[config.mk]
export PLATFORM = sky130hd
export DESIGN_NAME = expression_lexer
export DESIGN_NICKNAME = d
export VERILOG_FILES = /design/src/sv/exlex_pkg.sv /design/src/sv/exlex_front.sv /design/src/sv/exlex_queue.sv /design/src/sv/exlex_back.sv /design/src/sv/expression_lexer.sv
export SDC_FILE = /design/constraint.sdc
export NUM_CORES = 1
export LEC_CHECK = 0
export BUFFER_PORTS_ARGS = -buffer_cell sky130_fd_sc_hd__buf_4
export CORE_MARGIN = 5
export CORE_UTILIZATION = 25
export DETAILED_ROUTE_END_ITERATION = 16
export GPL_TIMING_DRIVEN = 1
export PLACE_DENSITY = 0.4
export SLEW_MARGIN = 20
export SYNTH_ARGS = -nofsm -noshare
export SYNTH_HDL_FRONTEND = slang
export SYNTH_SLANG_ARGS = --single-unit
[constraint.sdc]
create_clock -name clk -period 10.11 [get_ports clk]
set_clock_uncertainty 0.1 [all_clocks]
set_input_delay 0.5055 -clock clk [delete_from_list [all_inputs] [get_ports clk]]
set_output_delay 0.5055 -clock clk [all_outputs]
set_load 0.02 [all_outputs]
[src/sv/exlex_pkg.sv]
package exlex_pkg;

	localparam int COLUMN_BITS_DEF = 16;
	localparam int LINE_BITS_DEF   = 16;
	localparam int QUEUE_DEPTH_DEF = 4;

	// width of the column and line fields on the token port
	localparam int OUT_W = 16;

	// up to four token slots per byte, at most three of them used at once
	localparam int SLOTS = 4;

	// token kinds
	localparam logic [4:0] K_PLUS    = 5'd0;
	localparam logic [4:0] K_MINUS   = 5'd1;
	localparam logic [4:0] K_RETURN  = 5'd2;
	localparam logic [4:0] K_MUL     = 5'd3;
	localparam logic [4:0] K_DIV     = 5'd4;
	localparam logic [4:0] K_LPAREN  = 5'd5;
	localparam logic [4:0] K_RPAREN  = 5'd6;
	localparam logic [4:0] K_COMMA   = 5'd7;
	localparam logic [4:0] K_EQUALS  = 5'd8;
	localparam logic [4:0] K_ISEQ    = 5'd9;
	localparam logic [4:0] K_GR      = 5'd10;
	localparam logic [4:0] K_GREQ    = 5'd11;
	localparam logic [4:0] K_LS      = 5'd12;
	localparam logic [4:0] K_LSEQ    = 5'd13;
	localparam logic [4:0] K_INT     = 5'd14;
	localparam logic [4:0] K_FLOAT   = 5'd15;
	localparam logic [4:0] K_KEYWORD = 5'd16;
	localparam logic [4:0] K_IDENT   = 5'd17;
	localparam logic [4:0] K_EOF     = 5'd18;

	localparam int         NUM_KW = 12;
	localparam logic [3:0] NO_KW  = 4'd12;

	// keywords, left aligned, zero padded to eight bytes
	localparam logic [63:0] KW_TEXT [NUM_KW] = '{
		{"VAR", 40'd0}, {"AND", 40'd0}, {"OR", 48'd0}, {"NOT", 40'd0},
		{"IF", 48'd0}, {"ELIF", 32'd0}, {"ELSE", 32'd0}, {"FOR", 40'd0},
		{"WHILE", 24'd0}, {"TO", 48'd0}, {"STEP", 32'd0}, {"FUNC", 32'd0}
	};
	localparam logic [2:0] KW_LEN [NUM_KW] = '{
		3'd3, 3'd3, 3'd2, 3'd3, 3'd2, 3'd4, 3'd4, 3'd3, 3'd5, 3'd2, 3'd4, 3'd4
	};

	// character codes
	localparam logic [7:0] CH_PLUS   = 8'h2B;
	localparam logic [7:0] CH_MINUS  = 8'h2D;
	localparam logic [7:0] CH_STAR   = 8'h2A;
	localparam logic [7:0] CH_SLASH  = 8'h2F;
	localparam logic [7:0] CH_LPAREN = 8'h28;
	localparam logic [7:0] CH_RPAREN = 8'h29;
	localparam logic [7:0] CH_COMMA  = 8'h2C;
	localparam logic [7:0] CH_EQ     = 8'h3D;
	localparam logic [7:0] CH_GT     = 8'h3E;
	localparam logic [7:0] CH_LT     = 8'h3C;
	localparam logic [7:0] CH_SPACE  = 8'h20;
	localparam logic [7:0] CH_LF     = 8'h0A;
	localparam logic [7:0] CH_DOT    = 8'h2E;
	localparam logic [7:0] CH_0      = 8'h30;
	localparam logic [7:0] CH_9      = 8'h39;
	localparam logic [7:0] CH_UA     = 8'h41;
	localparam logic [7:0] CH_UZ     = 8'h5A;
	localparam logic [7:0] CH_LA     = 8'h61;
	localparam logic [7:0] CH_LZ     = 8'h7A;

	typedef struct packed {
		logic [4:0]       kind;
		logic [3:0]       kw_idx;
		logic [OUT_W-1:0] start_col;
		logic [OUT_W-1:0] end_col;
		logic [OUT_W-1:0] line_no;
		logic             illegal;
	} tok_t;

	typedef struct packed {
		logic [SLOTS-1:0] mask;
		tok_t [SLOTS-1:0] tok;
	} bundle_t;

	function automatic logic [7:0] kw_char(input logic [3:0] k, input logic [2:0] pos);
		logic [63:0] w;
		w = KW_TEXT[k];
		return w[63 - 8*pos -: 8];
	endfunction

	function automatic logic is_digit(input logic [7:0] ch);
		return (ch >= CH_0) && (ch <= CH_9);
	endfunction

	function automatic logic is_letter(input logic [7:0] ch);
		return ((ch >= CH_UA) && (ch <= CH_UZ)) || ((ch >= CH_LA) && (ch <= CH_LZ));
	endfunction

endpackage

[src/sv/exlex_front.sv]
module exlex_front #(
	parameter int COLUMN_BITS = exlex_pkg::COLUMN_BITS_DEF,
	parameter int LINE_BITS   = exlex_pkg::LINE_BITS_DEF
) (
	input  logic               clk,
	input  logic               arst_n,
	input  logic               text_valid,
	output logic               text_ready,
	input  logic [7:0]         text_byte,
	input  logic               end_of_text,
	input  logic               q_full,
	output logic               q_push,
	output exlex_pkg::bundle_t q_data
);

	localparam logic [2:0] M_IDLE  = 3'd0;
	localparam logic [2:0] M_MINUS = 3'd1;
	localparam logic [2:0] M_EQ    = 3'd2;
	localparam logic [2:0] M_GR    = 3'd3;
	localparam logic [2:0] M_LS    = 3'd4;
	localparam logic [2:0] M_NUM   = 3'd5;
	localparam logic [2:0] M_WORD  = 3'd6;
	localparam logic [2:0] M_STOP  = 3'd7;

	localparam int OW = exlex_pkg::OUT_W;

	logic [2:0]             mode_q, mode_n;
	logic [COLUMN_BITS-1:0] start_q, start_n;
	logic [COLUMN_BITS-1:0] col_q, col_n;
	logic [LINE_BITS-1:0]   line_q, line_n;
	logic [11:0]            cands_q, cands_n;
	logic [2:0]             wlen_q, wlen_n;
	logic                   dot_q, dot_n;

	logic                   used;
	logic                   op_hit;
	logic [4:0]             op_kind;
	logic [14:0]            ws;
	exlex_pkg::bundle_t     bundle;
	logic                   accept;

	function automatic logic [COLUMN_BITS-1:0] col_inc(input logic [COLUMN_BITS-1:0] c);
		return (c == '1) ? c : c + COLUMN_BITS'(1);
	endfunction

	function automatic exlex_pkg::tok_t mk_tok(
		input logic [4:0]             kind,
		input logic [3:0]             kw,
		input logic [COLUMN_BITS-1:0] s,
		input logic [COLUMN_BITS-1:0] e,
		input logic                   ill,
		input logic [LINE_BITS-1:0]   ln
	);
		exlex_pkg::tok_t t;
		t.kind      = kind;
		t.kw_idx    = kw;
		t.start_col = OW'(s);
		t.end_col   = OW'(e);
		t.line_no   = OW'(ln);
		t.illegal   = ill;
		return t;
	endfunction

	// candidates in [14:3], length in [2:0]
	function automatic logic [14:0] word_step(
		input logic [11:0] cands,
		input logic [2:0]  len,
		input logic [7:0]  ch
	);
		logic [11:0] c;
		logic [2:0]  l;
		c = cands;
		for (int k = 0; k < exlex_pkg::NUM_KW; k++) begin
			if (exlex_pkg::kw_char(4'(k), len) != ch) c[k] = 1'b0;
		end
		l = (len < 3'd7) ? len + 3'd1 : len;
		return {c, l};
	endfunction

	function automatic logic flush_has(input logic [2:0] mode);
		return (mode == M_MINUS) || (mode == M_EQ) || (mode == M_GR) || (mode == M_LS) ||
			(mode == M_NUM) || (mode == M_WORD);
	endfunction

	function automatic exlex_pkg::tok_t flush_tok(
		input logic [2:0]             mode,
		input logic [COLUMN_BITS-1:0] s,
		input logic [COLUMN_BITS-1:0] c,
		input logic                   dot,
		input logic [11:0]            cands,
		input logic [2:0]             len,
		input logic [LINE_BITS-1:0]   ln
	);
		logic [COLUMN_BITS-1:0] run_end;
		logic [3:0]             idx;
		exlex_pkg::tok_t        t;
		run_end = (c > s) ? c - COLUMN_BITS'(1) : s;
		idx = exlex_pkg::NO_KW;
		// first matching keyword wins
		for (int k = exlex_pkg::NUM_KW - 1; k >= 0; k--) begin
			if (cands[k] && (exlex_pkg::KW_LEN[k] == len)) idx = 4'(k);
		end
		unique case (mode)
			M_MINUS: t = mk_tok(exlex_pkg::K_MINUS, exlex_pkg::NO_KW, s, s, 1'b0, ln);
			M_EQ:    t = mk_tok(exlex_pkg::K_EQUALS, exlex_pkg::NO_KW, s, s, 1'b0, ln);
			M_GR:    t = mk_tok(exlex_pkg::K_GR, exlex_pkg::NO_KW, s, s, 1'b0, ln);
			M_LS:    t = mk_tok(exlex_pkg::K_LS, exlex_pkg::NO_KW, s, s, 1'b0, ln);
			M_NUM:   t = mk_tok(dot ? exlex_pkg::K_FLOAT : exlex_pkg::K_INT,
					exlex_pkg::NO_KW, s, run_end, 1'b0, ln);
			M_WORD:  t = mk_tok((idx == exlex_pkg::NO_KW) ? exlex_pkg::K_IDENT
					: exlex_pkg::K_KEYWORD, idx, s, run_end, 1'b0, ln);
			default: t = mk_tok(exlex_pkg::K_EOF, exlex_pkg::NO_KW, s, s, 1'b0, ln);
		endcase
		return t;
	endfunction

	assign text_ready = !q_full;
	assign accept     = text_valid && text_ready;
	assign q_push     = accept && (|bundle.mask);
	assign q_data     = bundle;

	always_comb begin
		mode_n  = mode_q;
		start_n = start_q;
		col_n   = col_q;
		line_n  = line_q;
		cands_n = cands_q;
		wlen_n  = wlen_q;
		dot_n   = dot_q;
		bundle  = '0;
		used    = 1'b0;
		op_hit  = 1'b0;
		op_kind = exlex_pkg::K_PLUS;
		ws      = '0;
		if (mode_q == M_STOP) begin
			// drop bytes until the end of the text
			if (end_of_text) begin
				mode_n  = M_IDLE;
				start_n = '0;
				col_n   = '0;
				line_n  = '0;
				cands_n = '1;
				wlen_n  = '0;
				dot_n   = 1'b0;
			end
		end else begin
			unique case (mode_q)
				M_MINUS: begin
					if (text_byte == exlex_pkg::CH_GT) begin
						bundle.mask[0] = 1'b1;
						bundle.tok[0]  = mk_tok(exlex_pkg::K_RETURN, exlex_pkg::NO_KW,
							start_q, col_q, 1'b0, line_q);
						col_n  = col_inc(col_q);
						mode_n = M_IDLE;
						used   = 1'b1;
					end
				end
				M_EQ, M_GR, M_LS: begin
					if (text_byte == exlex_pkg::CH_EQ) begin
						bundle.mask[0] = 1'b1;
						bundle.tok[0]  = mk_tok((mode_q == M_EQ) ? exlex_pkg::K_ISEQ :
							((mode_q == M_GR) ? exlex_pkg::K_GREQ : exlex_pkg::K_LSEQ),
							exlex_pkg::NO_KW, start_q, col_q, 1'b0, line_q);
						col_n  = col_inc(col_q);
						mode_n = M_IDLE;
						used   = 1'b1;
					end
				end
				M_NUM: begin
					if (exlex_pkg::is_digit(text_byte) || (text_byte == exlex_pkg::CH_DOT)) begin
						if (text_byte == exlex_pkg::CH_DOT) dot_n = 1'b1;
						col_n = col_inc(col_q);
						used  = 1'b1;
					end
				end
				M_WORD: begin
					if (exlex_pkg::is_letter(text_byte)) begin
						ws      = word_step(cands_q, wlen_q, text_byte);
						cands_n = ws[14:3];
						wlen_n  = ws[2:0];
						col_n   = col_inc(col_q);
						used    = 1'b1;
					end
				end
				default: ;
			endcase

			if (!used) begin
				// flush the pending token, then take the byte fresh
				bundle.mask[0] = flush_has(mode_q);
				bundle.tok[0]  = flush_tok(mode_q, start_q, col_q, dot_q, cands_q, wlen_q,
					line_q);
				mode_n = M_IDLE;
				unique case (text_byte)
					exlex_pkg::CH_PLUS: begin
						op_hit  = 1'b1;
						op_kind = exlex_pkg::K_PLUS;
					end
					exlex_pkg::CH_STAR: begin
						op_hit  = 1'b1;
						op_kind = exlex_pkg::K_MUL;
					end
					exlex_pkg::CH_SLASH: begin
						op_hit  = 1'b1;
						op_kind = exlex_pkg::K_DIV;
					end
					exlex_pkg::CH_LPAREN: begin
						op_hit  = 1'b1;
						op_kind = exlex_pkg::K_LPAREN;
					end
					exlex_pkg::CH_RPAREN: begin
						op_hit  = 1'b1;
						op_kind = exlex_pkg::K_RPAREN;
					end
					exlex_pkg::CH_COMMA: begin
						op_hit  = 1'b1;
						op_kind = exlex_pkg::K_COMMA;
					end
					exlex_pkg::CH_MINUS: begin
						start_n = col_q;
						col_n   = col_inc(col_q);
						mode_n  = M_MINUS;
					end
					exlex_pkg::CH_EQ: begin
						start_n = col_q;
						col_n   = col_inc(col_q);
						mode_n  = M_EQ;
					end
					exlex_pkg::CH_GT: begin
						start_n = col_q;
						col_n   = col_inc(col_q);
						mode_n  = M_GR;
					end
					exlex_pkg::CH_LT: begin
						start_n = col_q;
						col_n   = col_inc(col_q);
						mode_n  = M_LS;
					end
					exlex_pkg::CH_SPACE: begin
						col_n = col_inc(col_q);
					end
					exlex_pkg::CH_LF: begin
						col_n  = '0;
						line_n = (line_q == '1) ? line_q : line_q + LINE_BITS'(1);
					end
					default: begin
						if (exlex_pkg::is_digit(text_byte)) begin
							start_n = col_q;
							dot_n   = 1'b0;
							col_n   = col_inc(col_q);
							mode_n  = M_NUM;
						end else if (exlex_pkg::is_letter(text_byte)) begin
							start_n = col_q;
							ws      = word_step('1, 3'd0, text_byte);
							cands_n = ws[14:3];
							wlen_n  = ws[2:0];
							col_n   = col_inc(col_q);
							mode_n  = M_WORD;
						end else begin
							bundle.mask[1] = 1'b1;
							bundle.tok[1]  = mk_tok(exlex_pkg::K_EOF, exlex_pkg::NO_KW,
								col_q, col_q, 1'b1, line_q);
							mode_n = M_STOP;
						end
					end
				endcase
				if (op_hit) begin
					bundle.mask[1] = 1'b1;
					bundle.tok[1]  = mk_tok(op_kind, exlex_pkg::NO_KW, col_q, col_q, 1'b0,
						line_q);
					col_n = col_inc(col_q);
				end
			end

			if (end_of_text) begin
				if (mode_n != M_STOP) begin
					bundle.mask[2] = flush_has(mode_n);
					bundle.tok[2]  = flush_tok(mode_n, start_n, col_n, dot_n, cands_n, wlen_n,
						line_n);
					bundle.mask[3] = 1'b1;
					bundle.tok[3]  = mk_tok(exlex_pkg::K_EOF, exlex_pkg::NO_KW, col_n, col_n,
						1'b0, line_n);
				end
				mode_n  = M_IDLE;
				start_n = '0;
				col_n   = '0;
				line_n  = '0;
				cands_n = '1;
				wlen_n  = '0;
				dot_n   = 1'b0;
			end
		end
	end

	always_ff @(posedge clk or negedge arst_n) begin
		if (!arst_n) begin
			mode_q  <= M_IDLE;
			start_q <= '0;
			col_q   <= '0;
			line_q  <= '0;
			cands_q <= '1;
			wlen_q  <= '0;
			dot_q   <= 1'b0;
		end else if (accept) begin
			mode_q  <= mode_n;
			start_q <= start_n;
			col_q   <= col_n;
			line_q  <= line_n;
			cands_q <= cands_n;
			wlen_q  <= wlen_n;
			dot_q   <= dot_n;
		end
	end

endmodule

[src/sv/exlex_queue.sv]
module exlex_queue #(
	parameter int DEPTH = exlex_pkg::QUEUE_DEPTH_DEF
) (
	input  logic               clk,
	input  logic               arst_n,
	input  logic               push,
	input  exlex_pkg::bundle_t push_data,
	input  logic               pop,
	output exlex_pkg::bundle_t pop_data,
	output logic               full,
	output logic               empty
);

	localparam int PW = (DEPTH > 1) ? $clog2(DEPTH) : 1;
	localparam int CW = $clog2(DEPTH + 1);

	exlex_pkg::bundle_t mem_q [DEPTH];
	logic [PW-1:0]      wr_ptr_q, rd_ptr_q;
	logic [CW-1:0]      count_q;
	logic               do_push, do_pop;

	function automatic logic [PW-1:0] ptr_next(input logic [PW-1:0] p);
		return (p == PW'(DEPTH - 1)) ? '0 : p + PW'(1);
	endfunction

	assign full     = (count_q == CW'(DEPTH));
	assign empty    = (count_q == '0);
	assign do_push  = push && !full;
	assign do_pop   = pop && !empty;
	assign pop_data = mem_q[rd_ptr_q];

	always_ff @(posedge clk) begin
		if (do_push) mem_q[wr_ptr_q] <= push_data;
	end

	always_ff @(posedge clk or negedge arst_n) begin
		if (!arst_n) begin
			wr_ptr_q <= '0;
			rd_ptr_q <= '0;
			count_q  <= '0;
		end else begin
			if (do_push) wr_ptr_q <= ptr_next(wr_ptr_q);
			if (do_pop) rd_ptr_q <= ptr_next(rd_ptr_q);
			if (do_push && !do_pop) count_q <= count_q + CW'(1);
			else if (do_pop && !do_push) count_q <= count_q - CW'(1);
		end
	end

endmodule

[src/sv/exlex_back.sv]
module exlex_back (
	input  logic                              clk,
	input  logic                              arst_n,
	input  logic                              q_empty,
	input  exlex_pkg::bundle_t                q_data,
	output logic                              q_pop,
	output logic                              token_valid,
	input  logic                              token_ready,
	output logic [4:0]                        token_kind,
	output logic [3:0]                        keyword_index,
	output logic [exlex_pkg::OUT_W-1:0]       start_column,
	output logic [exlex_pkg::OUT_W-1:0]       end_column,
	output logic [exlex_pkg::OUT_W-1:0]       line_number,
	output logic                              illegal_stop,
	output logic                              last_of_run
);

	localparam int SW = $clog2(exlex_pkg::SLOTS);

	exlex_pkg::bundle_t         cur_q;
	logic [exlex_pkg::SLOTS-1:0] rem_q;
	logic [exlex_pkg::SLOTS-1:0] rem_left;
	logic [SW-1:0]              sel;
	exlex_pkg::tok_t            tok;
	logic                       take;
	logic                       done;

	// lowest pending slot goes out first
	always_comb begin
		sel = '0;
		for (int i = exlex_pkg::SLOTS - 1; i >= 0; i--) begin
			if (rem_q[i]) sel = SW'(i);
		end
	end

	always_comb begin
		rem_left      = rem_q;
		rem_left[sel] = 1'b0;
	end

	assign tok         = cur_q.tok[sel];
	assign token_valid = |rem_q;
	assign take        = token_valid && token_ready;
	assign last_of_run = (rem_left == '0);
	assign done        = !token_valid || (take && last_of_run);
	assign q_pop       = done && !q_empty;

	assign token_kind    = tok.kind;
	assign keyword_index = tok.kw_idx;
	assign start_column  = tok.start_col;
	assign end_column    = tok.end_col;
	assign line_number   = tok.line_no;
	assign illegal_stop  = tok.illegal;

	always_ff @(posedge clk) begin
		if (q_pop) cur_q <= q_data;
	end

	always_ff @(posedge clk or negedge arst_n) begin
		if (!arst_n) begin
			rem_q <= '0;
		end else if (q_pop) begin
			rem_q <= q_data.mask;
		end else if (take) begin
			rem_q <= rem_left;
		end
	end

endmodule

[src/sv/expression_lexer.sv]
// Streaming lexer: takes one text byte per transaction and returns its tokens
// (kind, keyword index, start and end column, line, error flag) one per
// transaction, with last_of_run on the final token of each byte. A byte is
// taken every cycle while the token queue (QUEUE_DEPTH entries, one per byte
// that yields tokens) has room; each byte yields zero to three tokens, and
// the token port sends one token per cycle while token_ready is high, so
// sustained byte rate is one per cycle as long as bytes average at most one
// token and the sink does not stall. The queue entry is written on the taking
// edge; the output register loads it once the previous byte's tokens are all
// taken and then offers its first token. Column and line counters saturate
// at all ones in COLUMN_BITS and LINE_BITS bits; fields carry the low 16 bits.
module expression_lexer #(
	parameter int COLUMN_BITS = exlex_pkg::COLUMN_BITS_DEF,
	parameter int LINE_BITS   = exlex_pkg::LINE_BITS_DEF,
	parameter int QUEUE_DEPTH = exlex_pkg::QUEUE_DEPTH_DEF
) (
	input  logic                        clk,
	input  logic                        arst_n,
	input  logic                        text_valid,
	output logic                        text_ready,
	input  logic [7:0]                  text_byte,
	input  logic                        end_of_text,
	output logic                        token_valid,
	input  logic                        token_ready,
	output logic [4:0]                  token_kind,
	output logic [3:0]                  keyword_index,
	output logic [exlex_pkg::OUT_W-1:0] start_column,
	output logic [exlex_pkg::OUT_W-1:0] end_column,
	output logic [exlex_pkg::OUT_W-1:0] line_number,
	output logic                        illegal_stop,
	output logic                        last_of_run
);

	logic               q_full, q_empty, q_push, q_pop;
	exlex_pkg::bundle_t q_in, q_out;

	exlex_front #(
		.COLUMN_BITS(COLUMN_BITS),
		.LINE_BITS  (LINE_BITS)
	) u_front (
		.clk        (clk),
		.arst_n     (arst_n),
		.text_valid (text_valid),
		.text_ready (text_ready),
		.text_byte  (text_byte),
		.end_of_text(end_of_text),
		.q_full     (q_full),
		.q_push     (q_push),
		.q_data     (q_in)
	);

	exlex_queue #(
		.DEPTH(QUEUE_DEPTH)
	) u_queue (
		.clk      (clk),
		.arst_n   (arst_n),
		.push     (q_push),
		.push_data(q_in),
		.pop      (q_pop),
		.pop_data (q_out),
		.full     (q_full),
		.empty    (q_empty)
	);

	exlex_back u_back (
		.clk          (clk),
		.arst_n       (arst_n),
		.q_empty      (q_empty),
		.q_data       (q_out),
		.q_pop        (q_pop),
		.token_valid  (token_valid),
		.token_ready  (token_ready),
		.token_kind   (token_kind),
		.keyword_index(keyword_index),
		.start_column (start_column),
		.end_column   (end_column),
		.line_number  (line_number),
		.illegal_stop (illegal_stop),
		.last_of_run  (last_of_run)
	);

endmodule

==> flow_summary.json, run 1 <==
{
  "synth_mux_area_share_pct": 12.8,
  "dpl_cell_area_mm2": 0.0431,
  "irDropWorstVdd_uv": 290,
  "final_net_count": 2612,
  "syn2layout_area_growth_pct": 16.2,
  "rsz0062_at_grt": "false",
  "syn_area_per_cell_um2": 16.1,
  "fmax_ghz": 0.171,
  "synth_nets": 2547,
  "grt_overflow": 0,
  "clock-sinks": 926,
  "min_period_over_period_pct": 58.0,
  "clockBufferDepth": 3,
  "post_cts_buffers": 0,
  "via_count": 22500,
  "finalHoldViolations": 0,
  "wl_mm": 111,
  "grt_pass1_vias": 23600,
  "die_area_mm2": 0.168,
  "drt-wirelength-per-cell_um": 23.6,
  "maxCapViolations": 0,
  "numCtsBuffers": 102,
  "drive_gt1_share_pct": 20.7,
  "clk_pin_slew_ns": 0.06,
  "fin_total_pwr_uw": 14100,
  "initial_core_util_pct": 25.2,
  "synth_edf_count": 848,
  "crit_path_start_kind": "flip-flop",
  "crit_required_ns": 10.48,
  "layout_common_cells": "edfxtp_1, mux4_2, nor2_1",
  "synthAdderAreaFrac_pct": 1.64,
  "syn_inst": 2482,
  "final_max_slew_viol_count": 0,
  "postSynth.asyncResetShare_pct": 8.42,
  "ys_ff_latch": 926,
  "ys.flop_type": "edfxtp_1",
  "synth-simple-area-share_pct": 7.30,
  "grt_max_degree": 138,
  "die_y_um": 410,
  "antenna_found_initial": 8,
  "synth_compound_area_share_pct": 6.35,
  "ys_seq_area_share_pct": 68.5,
  "setup_viol": 0,
  "tightestPinTransition_ns": 1.25,
  "firstDrtPassIters": 5,
  "synth.distinct_cells": 88,
  "grt_pass1_wl_mm": 165,
  "post_synth_xor_area_fraction_pct": 1.38,
  "reg2reg_slack_ns": 4.25,
  "cts_root_buf": "clkbuf_16",
  "fill_cells": 15600,
  "layout_commonest_cell": "edfxtp_1",
  "grt_usage_pct": 13.0,
  "antenna_left": 0,
  "h-tree-depth": 3,
  "relSlewSlack_pct": 16.8,
  "p_leak_uw": 0.0156,
  "dp_hpwl_mm": 68.7,
  "path_class": "flip-flop to flip-flop",
  "core_mm2": 0.159,
  "insertion_delay_ns": 0.72,
  "drt_iter0_markers": 1598,
  "vias_per_cell": 4.78,
  "fp-row-count": 146,
  "syn_area_mm2": 0.0400,
  "cp.arrival_ns": 6.23,
  "stdcell_area_mm2": 0.0465,
  "cts_tree": "yes",
  "drc": 0,
  "outcome": "complete, no violations",
  "io_pins": 74,
  "synth_top_family_by_area": "multiplexers",
  "die_w_um": 410,
  "power_density_mw_per_mm2": 303,
  "ys_warn_count": 0,
  "setup-tns-final_ns": 0,
  "place_congestion": 0.819,
  "hp-class": "input port to async pin",
  "period_minus_slack_ns": 5.86,
  "io_buffers": 73,
  "holdWs_ns": 0.192,
  "crit_fanout": 25,
  "end_kind": "flip-flop"
}
worst max-delay path: stages (launching register included):
cell      delay [ns]
dfrtp_1         0.51
nand2b_1        0.24
or3_1           0.34
a31oi_2         0.47
buf_4           0.35
or2_1           0.48
nor2_1          0.25
o22ai_1         0.42
inv_1           0.09
ha_1            0.30
nand4_1         0.23
nor4_1          0.42
nand3_1         0.14
nand3_1         0.10
a21oi_1         0.10
o31ai_4         0.08
buf_4           0.31
nand2_1         0.24
o22ai_1         0.45
logic make-up after synthesis:
logic type                 Yosys count
DFF                                926
and+or+nand+nor                    591
xor gates and xnor gates            63
adders and majority gates           52
muxes                              253
AOI/OAI and AO/OA                  386
buffers and inverters              211
synthesized netlist by cell type (11+ instances only):
cell type  count  area share [%]
a22o_1        15            0.33
a21o_1        12            0.23
nand3_1       48            0.60
clkbuf_1     114             1.1
xnor2_1       36            0.79
a21oi_1       99             1.2
buf_1         38            0.36
nand4_1       19            0.30
inv_1         54            0.51
nor4_1        15            0.23
and2_1        57            0.89
a211oi_1      11            0.21
xor2_1        27            0.59
o22ai_1       37            0.58
or3_1         11            0.17
nor2b_1       22            0.34
and3_1        16            0.25
nand2_1      131             1.2
o31ai_1       11            0.21
o21ai_0       73            0.91
dfrtp_1       66             4.1
mux4_2       206              12
ha_1          51             1.6
a31oi_1       37            0.58
nor2_1       181             1.7
mux2i_1       40             1.0
nor3_1        40            0.50
edfxtp_1     848              64
dfstp_2       12            0.79
path summary, 6_finish.rpt:
kind                                                   end  cells past startpoint                      startpoint
setup / recovery           u_queue.mem_q[0][144]$_DFFE_PP_                     18   u_front.mode_q[1]$_DFFE_PN0P_
hold / removal               u_front.col_q[15]$_DFFE_PN0P_                      2                          arst_n
setup reg to reg           u_queue.mem_q[0][144]$_DFFE_PP_                     18   u_front.mode_q[1]$_DFFE_PN0P_
hold reg to reg             u_queue.count_q[2]$_DFFE_PN0P_                      1  u_queue.count_q[2]$_DFFE_PN0P_
max in group asynchronous  u_queue.rd_ptr_q[0]$_DFFE_PN0P_                      3                          arst_n
min in group clk            u_front.line_q[15]$_DFFE_PN0P_                      4                     end_of_text
cell type report:
class / instances / area [um2] / area share, %
antenna: 4 / 10.0 / 0.0215
clock buffer: 135 / 2790 / 5.99
clock inverter: 50 / 632 / 1.36
inverter: 54 / 203 / 0.436
multi-input combinational: 1345 / 11900 / 25.6
sequential: 926 / 27400 / 59.0
tap: 2072 / 2590 / 5.57
timing repair buffer: 118 / 953 / 2.05
metal layers:
metal | track usage (%) | share of wire, % | vias up
met2 | 21.8 | 49 | 478
met5 | 0 | 0.024 | -
met1 | 17.7 | 45 | 11900
met4 | 3.35 | 2.0 | 4
li1 | - | - | 9943
met3 | 2.00 | 3.8 | 126
through the flow:
step	setup slack, ns	utilization, %	cells
final	4.25	29.3	4704
after global routing	3.84	29.3	4700
after CTS	4.35	29.3	4700
after detailed placement	3.80	27.1	4513
after global placement	3.92	27.1	4513
after floorplan	2.60	-	2482
power by group:
group	internal, uW	switching, uW
registers	5470	405
logic	1760	2710
clock network	2210	1550
state kept, by name, summed over array words and instances (netlist names):
register and flops:
u_queue.count_q 3, u_front.col_q 16, u_queue.mem_q 680, u_front.wlen_q 3, u_queue.rd_ptr_q 2, u_front.start_q 16
u_queue.wr_ptr_q 2, u_back.rem_q 4, u_front.line_q 16, u_front.cands_q 12, u_front.dot_q 1, u_back.cur_q 168
u_front.mode_q 3
timing repair:
| action | in CTS | in global routing |
|---|---|---|
| hold buffers | 2 | 0 |
| gates resized for setup | 0 | 0 |
| endpoints found under the hold margin | 27 | 0 |
Note: power is estimated with default switching activity, not from simulation.
==> run 2: changes to the inputs <==
==> constraint.sdc (replaced) <==
create_clock -name clk -period 5.1 [get_ports clk]
set_clock_uncertainty 0.1 [all_clocks]
set_input_delay 0.255 -clock clk [delete_from_list [all_inputs] [get_ports clk]]
set_output_delay 0.255 -clock clk [all_outputs]
set_load 0.02 [all_outputs]
==> run 2 against run 1 <==
Total power up 100%; clock power up 98%; utilization up 0.73 points; routed wire length up 3.3%.
==> flow_summary.json, run 2 (synthesized netlist as in run 1, its figures left out) <==
{
  "wl_met1_mm": 51.8,
  "grt_pass1_wl_mm": 168,
  "drt_iter0_markers": 1784,
  "final_max_slew_viol_count": 0,
  "rr_endpoint": "u_queue.mem_q[3][146]$_DFFE_PP_",
  "crit_fanout": 23,
  "p_leak_uw": 0.0163,
  "regToRegStartpoint": "u_front.mode_q[0]$_DFFE_PN0P_",
  "route.met2.wl_mm": 55.5,
  "min_from": "text_byte[5]",
  "die_y_um": 410,
  "rsz0062_at_grt": "false",
  "core_mm2": 0.159,
  "dp_hpwl_mm": 73.1,
  "fin_total_pwr_uw": 28200,
  "vias_per_cell": 4.75,
  "largest_reg_flops": 680,
  "antenna_found_initial": 8,
  "grt_pass1_vias": 24200,
  "grt_overflow": 0,
  "outcome": "complete, no violations",
  "wl_met3_mm": 4.58,
  "reg2reg_slack_ns": 0.30,
  "cp.arrival_ns": 5.19,
  "via_count": 23000,
  "period_minus_slack_ns": 4.82,
  "layout_commonest_cell": "edfxtp_1",
  "grt_max_degree": 109,
  "setup_viol": 0,
  "hold_path_depth": 5,
  "die_area_mm2": 0.168,
  "h-tree-depth": 3,
  "io_pins": 74,
  "clockBufferDepth": 3,
  "cts_tree": "yes",
  "largest-register": "u_queue.mem_q",
  "top_regs": "u_queue.mem_q x680, u_back.cur_q x168",
  "finalHoldViolations": 0,
  "drc": 0,
  "cts_root_buf": "clkbuf_16",
  "crit_path_start_kind": "input port",
  "min_period_over_period_pct": 94.6,
  "path_class": "input port to flip-flop",
  "insertion_delay_ns": 0.71,
  "fmax_ghz": 0.207,
  "grt_usage_pct": 13.4,
  "final_net_count": 2734,
  "holdWs_ns": 0.0795,
  "crit_required_ns": 5.46,
  "die_w_um": 410,
  "layout_common_cells": "edfxtp_1, buf_4, mux4_2",
  "irDropWorstVdd_uv": 439,
  "power_density_mw_per_mm2": 592,
  "syn2layout_area_growth_pct": 19.1,
  "clk_pin_slew_ns": 0.06,
  "holdPathEnd": "u_front.cands_q[6]$_DFFE_PN1P_",
  "tightestPinTransition_ns": 1.05,
  "fp-row-count": 146,
  "hp-class": "input port to flip-flop",
  "clock-sinks": 926,
  "dr.max_layer_used": "met4",
  "place_congestion": 0.876,
  "drive_gt1_share_pct": 24.1,
  "numCtsBuffers": 100,
  "initial_core_util_pct": 25.2,
  "drt-wirelength-per-cell_um": 23.7,
  "antenna_left": 0,
  "relSlewSlack_pct": 29.3,
  "firstDrtPassIters": 6,
  "wl_mm": 115,
  "io_buffers": 73,
  "end_kind": "flip-flop",
  "r2r_cells": 15,
  "setup-tns-final_ns": 0,
  "maxCapViolations": 0
}
==> run 2: changes by cell type in the layout (fill, tap and decap cells not counted), sizes merged <==
| cell | delta |
|---|---|
| o31ai | +1 |
| clkbuf | -19 |
| clkinv | +23 |
| buf | +120 |
| bufinv | +5 |
| dlygate4sd3 | +3 |
| clkinvlp | -5 |
==> run 2: final cells by class <==
cell class / count / area, um2
Antenna cell: 4 / 10.0
Multi-Input combinational cell: 1346 / 11900
Fill cell: 15600 / 111000
Clock buffer: 116 / 2560
Clock inverter: 73 / 838
Sequential cell: 926 / 27400
Inverter: 54 / 203
Tap cell: 2072 / 2590
Timing Repair Buffer: 241 / 2100
==> run 2: worst max-delay path: stages <==
cell	delay, ns
dlygate4sd3_1	0.59
buf_4	0.28
nand4b_1	0.20
or3_1	0.40
a31oi_2	0.33
nor2_2	0.09
nand3_1	0.12
buf_12	0.17
mux2i_1	0.25
ha_1	0.28
a21o_1	0.16
a21oi_1	0.23
o221ai_1	0.15
o21a_1	0.29
o31ai_4	0.62
nand2_1	0.34
o22ai_1	0.40
==> run 2: worst max path at each step <==
stage	startpoint	end	slack [ns]	cells past startpoint
after floorplan	text_byte[1]	u_queue.mem_q[0][100]$_DFFE_PP_	-0.16	11
after global placement	text_byte[1]	u_queue.mem_q[2][148]$_DFFE_PP_	-0.13	16
after detailed placement	text_byte[1]	u_queue.mem_q[3][146]$_DFFE_PP_	-0.11	16
after CTS	u_front.mode_q[0]$_DFFE_PN0P_	u_queue.mem_q[3][146]$_DFFE_PP_	0.17	15
after global routing	u_front.mode_q[0]$_DFFE_PN0P_	u_queue.mem_q[3][146]$_DFFE_PP_	0.02	15
final	text_byte[3]	u_queue.mem_q[3][146]$_DFFE_PP_	0.28	17
==> run 2: through the flow <==
step,area [um2],setup slack [ns],utilization [%],cells
after global placement,44100,-0.126,27.8,4629
after CTS,47600,0.173,30.0,4824
final,47700,0.277,30.0,4832
after detailed placement,44100,-0.113,27.8,4629
after floorplan,40100,-0.158,-,2482
after global routing,47700,0.0175,30.0,4831
==> run 2: power by group <==
group	internal, uW	total, uW	switching, uW	leakage [uW]
clock network	4390	7460	3070	0.00166
logic	3730	9280	5550	0.00546
registers	10800	11500	699	0.00915
total	18900	28200	9320	0.0163
==> run 2: what timing repair did <==
| item | 4_1_cts | 5_1_grt |
|---|---|---|
| resized for setup | 0 | 2 |
| buffers inserted | 0 | 3 |
| endpoints found under the setup margin | 0 | 28 |
| hold buffers | 6 | 0 |
| hold endpoints to repair | 43 | 0 |
==> run 2: layer usage <==
layer / up-vias / track usage, %
met3: 150 / 1.91
met2: 549 / 22.4
met5: - / 0
li1: 10200 / -
met4: 0 / 3.95
met1: 12000 / 18.1
==> run 3: changes to the inputs <==
--- a/config.mk
+++ b/config.mk
@@ -11,6 +11,7 @@
 export DETAILED_ROUTE_END_ITERATION = 16
 export GPL_TIMING_DRIVEN = 1
 export PLACE_DENSITY = 0.4
+export RECOVER_POWER = 100
 export SLEW_MARGIN = 20
 export SYNTH_ARGS = -nofsm -noshare
 export SYNTH_HDL_FRONTEND = slang
==> run 3 against run 2 <==
The run now ends with capacitance limit, slew limit left; utilization shrank 0.34 points; sequential share of layout area grew 0.64 points; largest power group unchanged; critical endpoint is now u_queue.mem_q[1][23]$_DFFE_PP_; fmax shrank 5.1%; first-iteration DRC count shrank 2.0%; non-clock buffer count is the same; sequential power is essentially flat; global-route usage is the same; worst hold slack gained 0.0049 ns; critical path depth shrank 3; routed wire length is essentially flat.
==> flow_summary.json, run 3 (synthesized netlist as in run 1, its figures left out) <==
{
  "fin_total_pwr_uw": 27700,
  "power_density_mw_per_mm2": 589,
  "final_max_slew_viol_count": 459,
  "irDropWorstVdd_uv": 437,
  "outcome": "finished, violations left",
  "numCtsBuffers": 100,
  "grt_most_used_layer": "met2",
  "clk_pin_slew_ns": 0.06,
  "dpl_cell_area_mm2": 0.0441,
  "antenna_left": 0,
  "firstDrtPassIters": 6,
  "die_y_um": 410,
  "fp-row-count": 146,
  "place_congestion": 0.876,
  "clock-sinks": 926,
  "cts_root_buf": "clkbuf_16",
  "initial_core_util_pct": 25.2,
  "dp_hpwl_mm": 73.1,
  "drt_iter0_markers": 1749,
  "via_count": 23000,
  "die_area_mm2": 0.168,
  "setup_viol": 0,
  "crit_buf_inv": 3,
  "crit_required_ns": 5.39,
  "fin_util_pct": 29.7,
  "grt_overflow": 0,
  "cp_top_family": "compound AO/OA/AOI/OAI gates",
  "io_buffers": 73,
  "tightestPinTransition_ns": 2.94,
  "antenna_found_initial": 8,
  "vias_per_cell": 4.76,
  "insertion_delay_ns": 0.71,
  "finalHoldViolations": 0,
  "syn2layout_area_growth_pct": 17.7,
  "relSlewSlack_pct": -96.5,
  "grt_max_degree": 109,
  "largest_reg_flops": 680,
  "period_minus_slack_ns": 5.08,
  "layout_commonest_cell": "edfxtp_1",
  "violations": "capacitance limit, slew limit",
  "top_regs": "u_queue.mem_q x680, u_back.cur_q x168",
  "hp-class": "input port to flip-flop",
  "p_leak_uw": 0.0159,
  "cpMostUsedCell": "a21oi_1",
  "met2_usage_pct": 22.4,
  "die_w_um": 410,
  "grt_usage_pct": 13.4,
  "end_kind": "flip-flop",
  "fmax_ghz": 0.197,
  "place_inst": 4629,
  "largest-register": "u_queue.mem_q",
  "crit_slowest_cell": "clkbuf_1",
  "grt_pass1_vias": 24200,
  "maxCapViolations": 11,
  "cpPeakStageDelay_ns": 0.86,
  "worstPathCellList": "clkbuf_1 -> inv_1 -> ha_1 -> nor2b_1 -> o21a_1 -> o21ai_0 -> nand2b_1 -> a21oi_1 -> o21ai_0 -> a21oi_1 -> a21oi_1 -> clkbuf_1 -> mux2i_1 -> a21oi_1",
  "reg2reg_slack_ns": 0.02,
  "cp.arrival_ns": 5.37,
  "final_cell_count_no_fill": 4832,
  "drive_gt1_share_pct": 21.2,
  "gr-usage-met3_pct": 1.91,
  "grt_pass1_wl_mm": 168,
  "dp_slack_ns": -0.113,
  "fin_ws_ns": 0.0195,
  "use_met1_pct": 18.1,
  "h-tree-depth": 3,
  "rsz0062_at_grt": "false",
  "path_class": "flip-flop to flip-flop",
  "stdcell_area_mm2": 0.0471,
  "layout_common_cells": "edfxtp_1, mux4_2, nor2_1",
  "cts_tree": "yes",
  "crit_path_start_kind": "flip-flop",
  "crit_fanout": 10,
  "core_mm2": 0.159,
  "final_net_count": 2734,
  "drt-wirelength-per-cell_um": 23.7,
  "wl_mm": 115,
  "drc": 0,
  "clockBufferDepth": 3,
  "io_pins": 74,
  "min_period_over_period_pct": 99.6
}
## run 3: worst paths after layout
kind / startpoint / end / cells after the start
min reg2reg: u_queue.count_q[2]$_DFFE_PN0P_ / u_queue.count_q[2]$_DFFE_PN0P_ / 1
max reg2reg: u_front.col_q[0]$_DFFE_PN0P_ / u_queue.mem_q[1][23]$_DFFE_PP_ / 14
min in group asynchronous: arst_n / u_front.col_q[1]$_DFFE_PN0P_ / 3
min: text_byte[5] / u_front.cands_q[6]$_DFFE_PN1P_ / 5
max: u_front.col_q[0]$_DFFE_PN0P_ / u_queue.mem_q[1][23]$_DFFE_PP_ / 14
max in group asynchronous: arst_n / u_front.col_q[2]$_DFFE_PN0P_ / 4
## run 3: tightest hold or removal path, stage by stage
cell and delay (ns):
buf_4 0.17, nor4_1 0.09, nand4_1 0.09, nand3_1 0.10, o22a_1 0.17
## run 3: layout make-up
type / count / area, um2
Clock buffer: 116 / 2560
Inverter: 54 / 203
Sequential cell: 926 / 27400
Fill cell: 15700 / 112000
Multi-Input combinational cell: 1346 / 11900
Antenna cell: 4 / 10.0
Timing Repair Buffer: 241 / 1610
Tap cell: 2072 / 2590
Clock inverter: 73 / 838
## run 3: repair_timing
| item | 4_1_cts | 5_1_grt |
|---|---|---|
| hold endpoints to repair | 43 | 0 |
| setup buffers | 0 | 3 |
| endpoints found under the setup margin | 0 | 28 |
| resized for setup | 0 | 2 |
| hold buffers | 6 | 0 |
## run 3: stage by stage
step	hold slack (ns)	TNS (ns)
6_report	0.0844	0
5_1_grt	0.0796	0
4_1_cts	0.0174	0
3_5_place_dp	0.180	-1.66
3_3_place_gp	0.168	-2.11
2_1_floorplan	-0.141	-107.51
## run 3: metal layers
layer / routed length, um / vias up
li1: - / 10200
met1: 52100 / 12100
met2: 55600 / 531
met3: 4400 / 139
met4: 2530 / 0
met5: 0 / -
## run 3: where the power goes
part	leakage (uW)	internal, uW	switching (uW)
Combinational	0.00508	3240	5510
Clock	0.00166	4390	3080
Sequential	0.00915	10800	691
Total	0.0159	18500	9280
